<file path="config.mk">
export PLATFORM = sky130hd
export DESIGN_NAME = base64_stream_decoder_flat
export DESIGN_NICKNAME = d
export VERILOG_FILES = /design/src/rtl/core/b64_pkg.sv /design/src/rtl/core/b64_if.sv /design/src/rtl/core/base64_stream_decoder.sv /design/src/rtl/core/b64_front.sv /design/src/rtl/core/b64_fifo.sv /design/src/rtl/core/b64_back.sv /design/src/flat_wrapper.sv
export SDC_FILE = /design/constraint.sdc
export NUM_CORES = 1
export LEC_CHECK = 0
export BUFFER_PORTS_ARGS = -buffer_cell sky130_fd_sc_hd__buf_2
export CORE_MARGIN = 1.5
export CORE_UTILIZATION = 60
export DETAILED_ROUTE_END_ITERATION = 8
export PLACE_DENSITY = 0.8
export SETUP_SLACK_MARGIN = 0.3
export SLEW_MARGIN = 10
export SYNTH_ARGS = -nofsm -noshare
export SYNTH_HDL_FRONTEND = slang
export SYNTH_SLANG_ARGS = --single-unit
</file>
<file path="constraint.sdc">
create_clock -name i_clk -period 6.4 [get_ports i_clk]
set_input_delay 0 -clock i_clk [delete_from_list [all_inputs] [get_ports i_clk]]
set_output_delay 0 -clock i_clk [all_outputs]
set_load 0.05 [all_outputs]
</file>
<file path="src/rtl/core/b64_pkg.sv">
`timescale 1ns / 1ps
package b64_pkg;

    localparam int QUEUE_DEPTH = 4;

    localparam logic [7:0] CHAR_PAD   = 8'h3D;  // '='
    localparam logic [7:0] CHAR_PLUS  = 8'h2B;  // '+'
    localparam logic [7:0] CHAR_SLASH = 8'h2F;  // '/'

    // one queued job: up to three results, bytes packed from the top
    typedef struct packed {
        logic [23:0] bytes;
        logic [1:0]  cnt_m1;
        logic        has;
        logic        last;
    } t_rec;

    typedef struct packed {
        logic       ok;
        logic [5:0] val;
    } t_sextet;

    function automatic t_sextet sextet_of(input logic [7:0] c);
        t_sextet r;
        r.ok  = 1'b1;
        r.val = 6'd0;
        if (c inside {[8'h41:8'h5A]}) begin
            r.val = 6'(c - 8'h41);
        end else if (c inside {[8'h61:8'h7A]}) begin
            r.val = 6'(c - 8'h61 + 8'd26);
        end else if (c inside {[8'h30:8'h39]}) begin
            r.val = 6'(c - 8'h30 + 8'd52);
        end else if (c == CHAR_PLUS) begin
            r.val = 6'd62;
        end else if (c == CHAR_SLASH) begin
            r.val = 6'd63;
        end else begin
            r.ok = 1'b0;
        end
        return r;
    endfunction

endpackage

</file>
<file path="src/rtl/core/b64_if.sv">
`timescale 1ns / 1ps
interface b64_in_if;
    logic       valid;
    logic       ready;
    logic [7:0] char_in;
    logic       last;

    modport source (output valid, output char_in, output last, input ready);
    modport sink   (input valid, input char_in, input last, output ready);
endinterface

interface b64_out_if;
    logic       valid;
    logic       ready;
    logic [7:0] data_byte;
    logic       has_byte;
    logic       end_of_stream;

    modport source (output valid, output data_byte, output has_byte,
                    output end_of_stream, input ready);
    modport sink   (input valid, input data_byte, input has_byte,
                    input end_of_stream, output ready);
endinterface

</file>
<file path="src/rtl/core/base64_stream_decoder.sv">
`timescale 1ns / 1ps
// channel | dir | payload                               | handshake
// i_in    | in  | char_in[7:0], last                    | valid/ready
// o_out   | out | data_byte[7:0], has_byte, end_of_stream | valid/ready
//
// One character per clock is accepted while the job queue has room.
// The output stage sends one result per clock from registered outputs while o_out.ready
// is high; a character's first result passes through the queue and then the output register.
// Sync active-low reset clears decode state, queue pointers and output valid.
// Output stalls back up through the queue to i_in.ready only when it fills.
module base64_stream_decoder #(
    parameter int QueueDepth = b64_pkg::QUEUE_DEPTH
) (
    input  logic      i_clk,
    input  logic      i_rst_n,
    b64_in_if.sink    i_in,
    b64_out_if.source o_out
);
    import b64_pkg::*;

    logic w_push, w_full, w_pop, w_q_valid;
    t_rec w_rec_in, w_rec_out;

    b64_front u_front (
        .i_clk   (i_clk),
        .i_rst_n (i_rst_n),
        .i_in    (i_in),
        .i_full  (w_full),
        .o_push  (w_push),
        .o_rec   (w_rec_in)
    );

    b64_fifo #(
        .Depth (QueueDepth)
    ) u_fifo (
        .i_clk   (i_clk),
        .i_rst_n (i_rst_n),
        .i_push  (w_push),
        .i_rec   (w_rec_in),
        .i_pop   (w_pop),
        .o_full  (w_full),
        .o_valid (w_q_valid),
        .o_rec   (w_rec_out)
    );

    b64_back u_back (
        .i_clk     (i_clk),
        .i_rst_n   (i_rst_n),
        .i_q_valid (w_q_valid),
        .i_rec     (w_rec_out),
        .o_pop     (w_pop),
        .o_out     (o_out)
    );

    a_marker_form: assert property (@(posedge i_clk) disable iff (!i_rst_n)
        o_out.valid && !o_out.has_byte |-> o_out.end_of_stream && o_out.data_byte == 8'd0)
        else $error("end marker malformed");

    a_drain: assert property (@(posedge i_clk) disable iff (!i_rst_n)
        w_q_valid && (!o_out.valid || o_out.ready) |=> o_out.valid)
        else $error("queued job not moved to output");

    a_rst_idle: assert property (@(posedge i_clk)
        !i_rst_n |=> !o_out.valid && !w_q_valid)
        else $error("output or queue active after reset");

    a_pop_src: assert property (@(posedge i_clk) disable iff (!i_rst_n)
        w_pop |-> w_q_valid)
        else $error("pop from empty queue");

endmodule

</file>
<file path="src/rtl/core/b64_front.sv">
`timescale 1ns / 1ps
module b64_front (
    input  logic          i_clk,
    input  logic          i_rst_n,
    b64_in_if.sink        i_in,
    input  logic          i_full,
    output logic          o_push,
    output b64_pkg::t_rec o_rec
);
    import b64_pkg::*;

    logic [1:0]  r_gc, n_gc;
    logic [17:0] r_held, n_held;
    logic        r_stopped, n_stopped;
    t_sextet     w_sx;
    logic        w_acc;
    logic [1:0]  w_n;

    assign i_in.ready = !i_full;
    assign w_acc      = i_in.valid && !i_full;
    assign w_sx       = sextet_of(i_in.char_in);

    always_comb begin
        n_gc        = r_gc;
        n_held      = r_held;
        n_stopped   = r_stopped;
        o_rec.bytes = 24'd0;
        w_n         = 2'd0;
        if (!r_stopped) begin
            if (w_sx.ok) begin
                if (r_gc == 2'd3) begin
                    o_rec.bytes = {r_held, w_sx.val};
                    w_n         = 2'd3;
                    n_gc        = 2'd0;
                    n_held      = 18'd0;
                end else begin
                    n_held = {r_held[11:0], w_sx.val};
                    n_gc   = r_gc + 2'd1;
                end
            end else begin
                n_stopped = 1'b1;
            end
        end
        if (i_in.last) begin
            // partial group flush; only reached when no full group was emitted
            if (n_gc == 2'd2) begin
                o_rec.bytes = {n_held[11:4], 16'd0};
                w_n         = 2'd1;
            end else if (n_gc == 2'd3) begin
                o_rec.bytes = {n_held[17:10], n_held[9:2], 8'd0};
                w_n         = 2'd2;
            end
            n_gc      = 2'd0;
            n_held    = 18'd0;
            n_stopped = 1'b0;
        end
        o_rec.has    = (w_n != 2'd0);
        o_rec.cnt_m1 = (w_n == 2'd0) ? 2'd0 : w_n - 2'd1;
        o_rec.last   = i_in.last;
    end

    assign o_push = w_acc && ((w_n != 2'd0) || i_in.last);

    always_ff @(posedge i_clk) begin
        if (!i_rst_n) begin
            r_gc      <= 2'd0;
            r_held    <= 18'd0;
            r_stopped <= 1'b0;
        end else if (w_acc) begin
            r_gc      <= n_gc;
            r_held    <= n_held;
            r_stopped <= n_stopped;
        end
    end

endmodule

</file>
<file path="src/rtl/core/b64_fifo.sv">
`timescale 1ns / 1ps
module b64_fifo #(
    parameter int Depth = b64_pkg::QUEUE_DEPTH
) (
    input  logic          i_clk,
    input  logic          i_rst_n,
    input  logic          i_push,
    input  b64_pkg::t_rec i_rec,
    input  logic          i_pop,
    output logic          o_full,
    output logic          o_valid,
    output b64_pkg::t_rec o_rec
);
    import b64_pkg::*;

    localparam int PtrW = (Depth > 1) ? $clog2(Depth) : 1;
    localparam int CntW = $clog2(Depth + 1);
    localparam logic [PtrW-1:0] LastPtr = PtrW'(Depth - 1);
    localparam logic [CntW-1:0] Full    = CntW'(Depth);

    t_rec            r_mem [Depth];
    logic [PtrW-1:0] r_wp, r_rp;
    logic [CntW-1:0] r_cnt;
    logic            w_wr, w_rd;

    assign o_full  = (r_cnt == Full);
    assign o_valid = (r_cnt != '0);
    assign o_rec   = r_mem[r_rp];
    assign w_wr    = i_push && !o_full;
    assign w_rd    = i_pop && o_valid;

    always_ff @(posedge i_clk) begin
        if (w_wr) begin
            r_mem[r_wp] <= i_rec;
        end
    end

    always_ff @(posedge i_clk) begin
        if (!i_rst_n) begin
            r_wp  <= '0;
            r_rp  <= '0;
            r_cnt <= '0;
        end else begin
            if (w_wr) begin
                r_wp <= (r_wp == LastPtr) ? '0 : r_wp + PtrW'(1);
            end
            if (w_rd) begin
                r_rp <= (r_rp == LastPtr) ? '0 : r_rp + PtrW'(1);
            end
            if (w_wr && !w_rd) begin
                r_cnt <= r_cnt + CntW'(1);
            end else if (w_rd && !w_wr) begin
                r_cnt <= r_cnt - CntW'(1);
            end
        end
    end

endmodule

</file>
<file path="src/rtl/core/b64_back.sv">
`timescale 1ns / 1ps
module b64_back (
    input  logic          i_clk,
    input  logic          i_rst_n,
    input  logic          i_q_valid,
    input  b64_pkg::t_rec i_rec,
    output logic          o_pop,
    b64_out_if.source     o_out
);
    import b64_pkg::*;

    logic [1:0] r_idx;
    logic       r_valid;
    logic [7:0] r_byte;
    logic       r_has;
    logic       r_eos;
    logic       w_take;
    logic       w_end;
    logic [7:0] w_byte;

    assign w_take = !r_valid || o_out.ready;
    assign w_end  = (r_idx == i_rec.cnt_m1);
    assign o_pop  = w_take && i_q_valid && w_end;

    always_comb begin
        case (r_idx)
            2'd0:    w_byte = i_rec.bytes[23:16];
            2'd1:    w_byte = i_rec.bytes[15:8];
            default: w_byte = i_rec.bytes[7:0];
        endcase
    end

    always_ff @(posedge i_clk) begin
        if (!i_rst_n) begin
            r_valid <= 1'b0;
            r_idx   <= 2'd0;
        end else if (w_take) begin
            r_valid <= i_q_valid;
            if (i_q_valid) begin
                r_idx <= w_end ? 2'd0 : r_idx + 2'd1;
            end
        end
    end

    always_ff @(posedge i_clk) begin
        if (w_take && i_q_valid) begin
            r_byte <= w_byte;
            r_has  <= i_rec.has;
            r_eos  <= i_rec.last && w_end;
        end
    end

    assign o_out.valid         = r_valid;
    assign o_out.data_byte     = r_byte;
    assign o_out.has_byte      = r_has;
    assign o_out.end_of_stream = r_eos;

endmodule

</file>
<file path="src/flat_wrapper.sv">
// flat-port wrapper written by rule: the top's interface ports become plain ports
module base64_stream_decoder_flat import b64_pkg::*;
#(
    parameter int QueueDepth = b64_pkg::QUEUE_DEPTH
)
  (i_clk, i_rst_n, i_in_valid, i_in_char_in, i_in_last, i_in_ready, o_out_valid, o_out_data_byte, o_out_has_byte, o_out_end_of_stream, o_out_ready);
  b64_in_if i_in_i ();
  b64_out_if o_out_i ();
  input  logic i_clk;
  input  logic i_rst_n;
  input wire logic [$bits(i_in_i.valid)-1:0] i_in_valid;
  input wire logic [$bits(i_in_i.char_in)-1:0] i_in_char_in;
  input wire logic [$bits(i_in_i.last)-1:0] i_in_last;
  output wire logic [$bits(i_in_i.ready)-1:0] i_in_ready;
  output wire logic [$bits(o_out_i.valid)-1:0] o_out_valid;
  output wire logic [$bits(o_out_i.data_byte)-1:0] o_out_data_byte;
  output wire logic [$bits(o_out_i.has_byte)-1:0] o_out_has_byte;
  output wire logic [$bits(o_out_i.end_of_stream)-1:0] o_out_end_of_stream;
  input wire logic [$bits(o_out_i.ready)-1:0] o_out_ready;
  assign i_in_i.valid = i_in_valid;
  assign i_in_i.char_in = i_in_char_in;
  assign i_in_i.last = i_in_last;
  assign i_in_ready = i_in_i.ready;
  assign o_out_valid = o_out_i.valid;
  assign o_out_data_byte = o_out_i.data_byte;
  assign o_out_has_byte = o_out_i.has_byte;
  assign o_out_end_of_stream = o_out_i.end_of_stream;
  assign o_out_i.ready = o_out_ready;
  base64_stream_decoder #(.QueueDepth(QueueDepth)) u_core (.i_clk(i_clk), .i_rst_n(i_rst_n), .i_in(i_in_i), .o_out(o_out_i));
endmodule
</file>
[Word level (Yosys, flattened, before mapping)]
Memories as Yosys holds them, arrays and structs flattened. A register that Yosys moved wholly into a read port is not among the register bits.
Index checks and enable logic that the tools add are counted.
Word-level totals
  memories: 1
  input bits: 13
  word-level logic and storage cells: 112
  flip-flop bits (word level): 41
  memory bits (writable): 112
Memories
  u_core.u_fifo.r_mem: depth 4, width 28, read ports 1, clocked after memory_dff 1, write ports 1, RTL line b64_fifo.sv:21  | t_rec r_mem [Depth];
Cells by class
  reductions and logical operators: 26
  mux-type cells: 44
  $lt $le $gt $ge: 6
  equal/unequal tests: 11
  $add $sub $neg: 12
Operators with widths (number)
  2-to-1 mux 24 bit: 6
  2-to-1 mux 18 bit: 4
  2-to-1 mux 2 bit: 16
  2-to-1 mux 6 bit: 5
  equality test 8 x 6 -> 1 bit (second input constant): 2
  greater-or-equal comparator 8 x 7 -> 1 bit (second input constant): 2
  less-or-equal comparator 8 x 7 -> 1 bit (second input constant): 2
  one-hot mux 8 bit (2 select lines): 1
  logical AND 1 bit: 12
  subtractor 6 bit (second input constant): 2
  equality test 2 bit (second input constant): 5
  2-to-1 mux 1 bit: 10
  adder 2 x 1 -> 2 bit (second input constant): 4
  greater-or-equal comparator 8 x 6 -> 1 bit (second input constant): 1
  less-or-equal comparator 8 x 6 -> 1 bit (second input constant): 1
  adder 6 x 5 -> 6 bit (second input constant): 1
  adder 6 bit (second input constant): 1
  2-to-1 mux 3 bit: 2
  nonzero test 2 bit: 3
  subtractor 6 x 1 -> 6 bit (second input constant): 1
  zero test 1 bit: 4
  zero test 2 bit: 2
  adder 3 x 1 -> 3 bit (second input constant): 1
  equality test 3 bit (second input constant): 1
  other kinds (9): 10

[Logic depth before layout (Yosys ltp)]
Gate-level depths: netlist of the first run.
  depth in word-level cells: 20
  depth in mapped cells: 15

[Modules after synthesis]
From an unflattened synthesis of the first run, not the netlist that was laid out.
Second synthesis, totals
  cell total of the unflattened synthesis: 516
  area, all modules: 7219.4 um2
Modules (own cells, without submodules)
  b64_fifo: instances 1, area an instance 4571.9 um2, cells each 197, sequential area each 3543.4 um2
  b64_front: instances 1, area an instance 2008.2 um2, cells each 256, sequential area each 420.4 um2
  b64_back: instances 1, area an instance 639.4 um2, cells each 63, sequential area each 360.3 um2

[Least setup slack after synthesis of the first run]
No wires, ideal clock.
  path type: input port to flip-flop
  from: input port i_in_char_in[1]
  to: register u_core.u_fifo.r_cnt[2]
  stages on the path: 15
  arrival time: 2.853 ns
  setup slack: 3.471 ns
  required time: 6.324 ns
  setup time: 0.076 ns
  path through: inv_1 -> ha_1 -> nor2b_1 -> o2bb2ai_2 -> nand3_1 -> a31oi_2 -> buf_2 -> a21oi_1 -> nor2_2 -> ha_1 -> inv_1 -> fa_1 -> xor2_1 -> or3_1 -> a21boi_0
On the way
  cells in the longest elaborated chain, start to end: 19
  elaborated cells on any way between the ends: 34
  those cells by class: 6 x order compare; 4 x eq/ne; 13 x mux; 11 x reduce/logical
Ends and longest elaborated chain
  from (decl): RTL line flat_wrapper.sv:12  | input wire logic [$bits(i_in_i.char_in)-1:0] i_in_char_in;
  branches (longest 5 deep; another with greater-or-equal comparator 8 x 6 -> 1 bit)
  2-to-1 mux 1 bit *: RTL line b64_pkg.sv:27  | if (c inside {[8'h41:8'h5A]}) begin
  2-to-1 mux 2 bit: RTL line b64_front.sv:30  | if (w_sx.ok) begin
  2-to-1 mux 2 bit: RTL line b64_front.sv:29  | if (!r_stopped) begin
  equality test 2 bit: RTL line b64_front.sv:49  | end else if (n_gc == 2'd3) begin
  2-to-1 mux 2 bit: RTL line b64_front.sv:49
  2-to-1 mux 2 bit: RTL line b64_front.sv:46  | if (n_gc == 2'd2) begin
  2-to-1 mux 2 bit *: RTL line b64_front.sv:44  | if (i_in.last) begin
  nonzero test 2 bit *: RTL line b64_front.sv:62  | assign o_push = w_acc && ((w_n != 2'd0) || i_in.last);
  logical OR 1 bit *: RTL line b64_front.sv:62
  logical AND 1 bit *: RTL line b64_front.sv:62
  logical AND 1 bit *: RTL line b64_fifo.sv:29  | assign w_wr = i_push && !o_full;
  via u_core.u_fifo.w_wr: RTL line b64_fifo.sv:24  | logic w_wr, w_rd;
  zero test 1 bit: RTL line b64_fifo.sv:52  | end else if (w_rd && !w_wr) begin
  logical AND 1 bit: RTL line b64_fifo.sv:52
  nonzero test 2 bit (no source line)
  to (signal assigned): RTL line b64_fifo.sv:51  | r_cnt <= r_cnt + CntW'(1);
  to (signal assigned): RTL line b64_fifo.sv:53  | r_cnt <= r_cnt - CntW'(1);
  to (decl): RTL line b64_fifo.sv:23  | logic [CntW-1:0] r_cnt;
Mark *: on every way through the listed nets, which the timed path passes.
A chain may end at the register's enable or synchronous reset.

==> metrics.cfg, run 1 <==
[setup_path]
startpoint_type = flop
path_class = reg -> reg
required_ps = 6730
worstPathMaxFanout = 28
end_kind = flop
critical_path_arrival_ps = 3860

[hold_path]
min_path_type = in -> reg

[place]
dpl.hpwl_um = 9310
port_buffers = 24
place_congestion = 0.825
dp.cells = 645

[yosys]
synth_area_mm2 = 0.00702
synth_ff_type = edfxtp_1
synth_top_cell_by_area = edfxtp_1
synth_edf_count = 122
ys_ff_latch = 155
yosysSeqAreaShare_pct = 61.6
async_flop_share_pct = 0
synthesis.nets = 525
yosysTopAreaCellShare_pct = 52.2
avgSynthCellArea_um2 = 14.2
synthCells = 493
yosys_warnings = 0
ys_types = 63
synth_area_leaders = edfxtp_1 (52%), dfxtp_1 (9.4%), mux4_2 (9.0%), ha_1 (3.2%), a22oi_1 (2.9%)

[final_layout]
num-fill-cells = 770
drive_above_1_share_pct = 20.3
final_cells = 680
antennaDiodeCount = 0
area_growth_syn_to_layout_pct = 11.4
layout_common_cells = edfxtp_1 (122), nand2_1 (38), dfxtp_1 (32), mux4_2 (28), a22oi_1 (27)
fin_util_pct = 68.5
final_common_cell = edfxtp_1
final_nets = 556

[power]
power.leakage_nw = 2.67
ir_worst_vdd_v = 0.000399
power_density_mw_per_mm2 = 358
total_power_mw = 2.80

[timing]
finalSetupViolCount = 0
whs_ps = 104
skew_ps = 8.81
fmax_ghz = 0.284
finalSetupTns_ps = 0
slew_headroom_pct = 30.7
period_share_pct = 55.1
rsz0062_at_grt = false
fin_crit_ps = 3530
hold_violations = 0
tightest_slew_ps = 1040
finalMaxSlewViolations = 0

[clocking]
h-tree-depth = 4
clk_pin_slew_ps = 60
cts_root_buffer = clkbuf_16
cts_tree = yes
cts.path.max_buffers = 2
post_cts_buffers = 0
insertion_delay_ps = 410
hold_buffers = 3
cts.sinks = 155
ctsResizeCount = 0
cts_buffers = 17

[drt]
drt-total-wl_um = 14900
drc = 0
wl_per_cell_um = 21.8
ant_nets = 0
via_count = 4341
drt_iter0_markers = 480
routed_via_density = 6.38
drt_first_pass_iters = 5

[job]
maxCapViolCount = 0

[outcome]
status = complete, no violations

[floorplan]
core_mm2 = 0.0114
rows = 39
die_h_um = 111
die-area_mm2 = 0.0124
start_util_pct = 61.5
die_w_um = 111
pin_count = 25

[global_route]
grt_pass1_wl_um = 23400
grt_max_degree = 35
antenna_found_initial = 0
track_usage_pct = 25.1
gr-total-overflow = 0
grt_pass1_vias = 4311

## routing by layer
| metal | share of wire (%) | wire length (um) | track usage (%) | vias to the layer above |
|---|---|---|---|---|
| met5 | 0 | 0 | 0 | - |
| li1 | - | - | - | 1953 |
| met3 | 6.5 | 970 | 5.96 | 25 |
| met2 | 50 | 7460 | 40.4 | 200 |
| met1 | 41 | 6150 | 34.1 | 2163 |
| met4 | 1.9 | 275 | 8.52 | 0 |
## cells by family after synthesis
kind of cell             share of synthesized area, %
buffers and inverters                            2.96
adder cells (fa/ha/maj)                          3.49
AO/OA/AOI/OAI                                    11.2
AND/OR/NAND/NOR                                  9.80
multiplexers                                     10.4
flip-flops                                       61.6
XOR/XNOR                                        0.499
## worst max-delay path, cell delays in order (launching register included)
cell and delay, ps:
dfxtp_2 1000, mux4_2 630, xnor2_1 170, nand3_1 220, ha_1 230, inv_1 70
fa_1 440, xor2_1 180, or3_1 310, a21boi_0 190
## stage by stage
stage	instance area [um2]	setup WS [ps]
floorplan	7020	3470
global route	7820	2640
detailed placement	7260	2590
finish	7820	2870
global placement	7260	2730
CTS	7820	2800
## flip-flops by register name, indices dropped and copies added (netlist names), named ones only
register,count
u_core.u_front.r_stopped,1
u_core.u_front.r_gc,2
u_core.u_back.o_out.end_of_stream,1
u_core.u_back.o_out.has_byte,1
u_core.u_fifo.r_mem,112
u_core.u_back.r_idx,2
u_core.u_front.r_held,18
u_core.u_back.o_out.data_byte,8
u_core.u_fifo.r_wp,2
u_core.u_fifo.r_cnt,3
u_core.u_fifo.r_rp,2
u_core.u_back.o_out.valid,1
## synthesized netlist by cell type, types with 2 or more instances
master / n
o211a_1: 2
a21boi_1: 2
and2_1: 15
or3_1: 2
a22o_1: 5
a21oi_1: 8
and3_1: 3
buf_6: 3
ha_1: 18
nor2b_1: 24
a221o_1: 2
o21ai_0: 23
a21o_1: 2
buf_1: 3
o211ai_1: 3
edfxtp_1: 122
clkbuf_1: 9
or4_1: 2
nor2_1: 17
inv_1: 25
nand2_1: 38
o31ai_1: 2
nor2_2: 2
nand3_1: 7
o221ai_1: 3
a22oi_1: 27
dfxtp_1: 33
mux4_2: 28
xnor2_1: 3
mux2i_1: 7
nand2b_1: 4
or2_2: 2
o21ai_1: 2
mux2_4: 2
nor3_1: 2
buf_2: 7
a32oi_1: 2
a21boi_0: 6
a31oi_1: 2
## layout make-up
class | count | area [um2] | area share, %
tap | 143 | 179 | 2.29
clock buffer | 23 | 482 | 6.16
multi-input combinational | 291 | 2490 | 31.8
timing repair buffer | 34 | 203 | 2.59
sequential | 155 | 4330 | 55.3
inverter | 25 | 93.8 | 1.20
clock inverter | 9 | 46.3 | 0.592
## path summary, 6_finish.rpt
| check | start | endpoint | slack [ps] | depth (start not counted) |
|---|---|---|---|---|
| hold / removal | i_rst_n | u_core.u_front.r_stopped | 100 | 2 |
| setup reg to reg | flop | u_core.u_fifo.r_cnt[2] | 2870 | 9 |
| setup / recovery | flop | u_core.u_fifo.r_cnt[2] | 2870 | 9 |
| hold reg to reg | u_core.u_front.r_held[1] | u_core.u_front.r_held[1] | 480 | 2 |
## report_power, final
group          total (mW)  switching, mW  internal, mW
Sequential           1.27         0.0794          1.19
Combinational       0.640          0.401         0.240
Clock               0.889          0.363         0.526
Power figures use the tool's default switching activity.
==> run 2: changes to the inputs <==
clock period = 3.6 ns   (was 6.4 ns; I/O delays follow)
==> run 2 against run 1 <==
Effect of this change:
- routed wire length down 1.4%
- non-clock buffer count up 3
- global-route usage up 0.25 points
- sequential power up 72%
- combinational power up 89%
- clock-buffer cell count up 2
- first-iteration DRC count down 24%
- largest power group unchanged
- via count down 1.7%
- setup slack worse by 2100 ps
- utilization up 1.2 points
- clock power up 110%
- worst hold slack worse by 18 ps
==> metrics.cfg, run 2 (synthesis results as in run 1) <==
[drt]
routed_via_density = 6.25
drc = 0
drt_iter0_markers = 365
wl_per_cell_um = 21.4
via_count = 4267
drt-total-wl_um = 14600
ant_nets = 0
drt_first_pass_iters = 5

[timing]
period_share_pct = 78.9
fmax_ghz = 0.352
finalSetupTns_ps = 0
finalMaxSlewViolations = 0
skew_ps = 6.86
fin_crit_ps = 2840
hold_violations = 0
slew_headroom_pct = 22.2
tightest_slew_ps = 1160
rsz0062_at_grt = false
finalSetupViolCount = 0

[clocking]
clk_pin_slew_ps = 60
cts_root_buffer = clkbuf_16
cts.path.max_buffers = 2
h-tree-depth = 4
cts_tree = yes
cts_buffers = 17
cts.sinks = 155
insertion_delay_ps = 430

[setup_path]
worstPathMaxFanout = 7
path_class = in -> reg
end_kind = flop
slowest_stage = fa_1
required_ps = 3940
cp.buffers_inverters = 3
crit_family = simple AND/OR/NAND/NOR gates
max_stage_delay_ps = 430
critical_path_arrival_ps = 3180
startpoint_type = input port
path_cells = buf_2, inv_1, ha_1, nor2b_1, o2bb2ai_2, nand3_1, a31oi_2, a21oi_1, nor2_2, ha_1, inv_1, fa_1, xor2_1, or3_1, a21boi_0

[hold_path]
min_path_type = in -> reg

[job]
maxCapViolCount = 0

[final_layout]
layout_common_cells = edfxtp_1 (122), nand2_1 (38), dfxtp_1 (32), mux4_2 (28), a22oi_1 (27)
multi_input_area_mm2 = 0.00249
num-fill-cells = 770
stdcell_area_mm2 = 0.00795
regMostFlops = u_core.u_fifo.r_mem
area_growth_syn_to_layout_pct = 13.2
final_cells = 683
final_nets = 559
drive_above_1_share_pct = 20.9
final_common_cell = edfxtp_1
seq_area_mm2 = 0.00433
largest_reg_flops = 112
fin_util_pct = 69.6
antennaDiodeCount = 0

[global_route]
gr-total-overflow = 0
grt_pass1_wl_um = 23600
antenna_found_initial = 0
grt_max_degree = 35
grt_pass1_vias = 4407
track_usage_pct = 25.4

[place]
place_congestion = 0.814
dpl-instance-area_mm2 = 0.00728
port_buffers = 24
dp.cells = 648
dpl.hpwl_um = 9300

[floorplan]
rows = 39
die_h_um = 111
core_mm2 = 0.0114
die-area_mm2 = 0.0124
die_w_um = 111
pin_count = 25
start_util_pct = 61.5

[power]
ir_worst_vdd_v = 0.000598
power.leakage_nw = 2.73
power_density_mw_per_mm2 = 660
total_power_mw = 5.24

[outcome]
status = complete, no violations

==> run 2: routing by layer <==
layer	routed length [um]	up-vias	global-route usage, %
li1	-	1946	-
met1	6260	2152	32.7
met2	7430	143	42.5
met3	659	26	5.52
met4	299	0	9.54
met5	0	-	0
==> run 2: timing repair <==
action,in CTS,in global routing
hold endpoints to repair,6,0
resized for setup,0,0
buffers inserted,0,0
hold buffers,3,0
==> run 2: layout make-up <==
cell class | count | area share [%]
clock inverters | 7 | 0.834
multi-input cells | 291 | 31.3
well taps | 143 | 2.25
flip-flops and latches | 155 | 54.4
repair buffers | 37 | 2.83
clock buffers | 25 | 7.18
inverters | 25 | 1.18
==> run 2: metrics by stage <==
| step | worst slack, ps | hold WS, ps |
|---|---|---|
| 2_1_floorplan | 671 | 98.9 |
| 3_3_place_gp | 437 | 283 |
| 3_5_place_dp | 293 | 292 |
| 4_1_cts | 744 | 71.4 |
| 5_1_grt | 461 | 109 |
| 6_report | 761 | 85.9 |
==> run 2: worst paths after layout <==
check | end | startpoint | depth (start not counted) | slack [ps]
setup / recovery | u_core.u_fifo.r_cnt[2] | i_in_char_in[1] | 15 | 760
hold / removal | u_core.u_front.r_stopped | i_rst_n | 2 | 90
setup reg to reg | u_core.u_fifo.r_cnt[2] | u_core.u_front.r_gc[0] | 9 | 770
hold reg to reg | u_core.u_back.o_out.valid | u_core.u_back.o_out.valid | 2 | 490
==> run 2: where the power goes <==
part / switching [mW] / internal (mW)
sequential: 0.0708 / 2.12
clock: 0.674 / 1.17
combinational: 0.779 / 0.434
total: 1.52 / 3.72
==> run 2: worst register-to-register path, cell delays in order, from the launching register on <==
cell,delay (ps)
dfxtp_1,430
ha_1,510
a21oi_1,150
nor2_2,260
ha_1,240
inv_1,70
fa_1,430
xor2_1,170
or3_1,300
a21boi_0,190
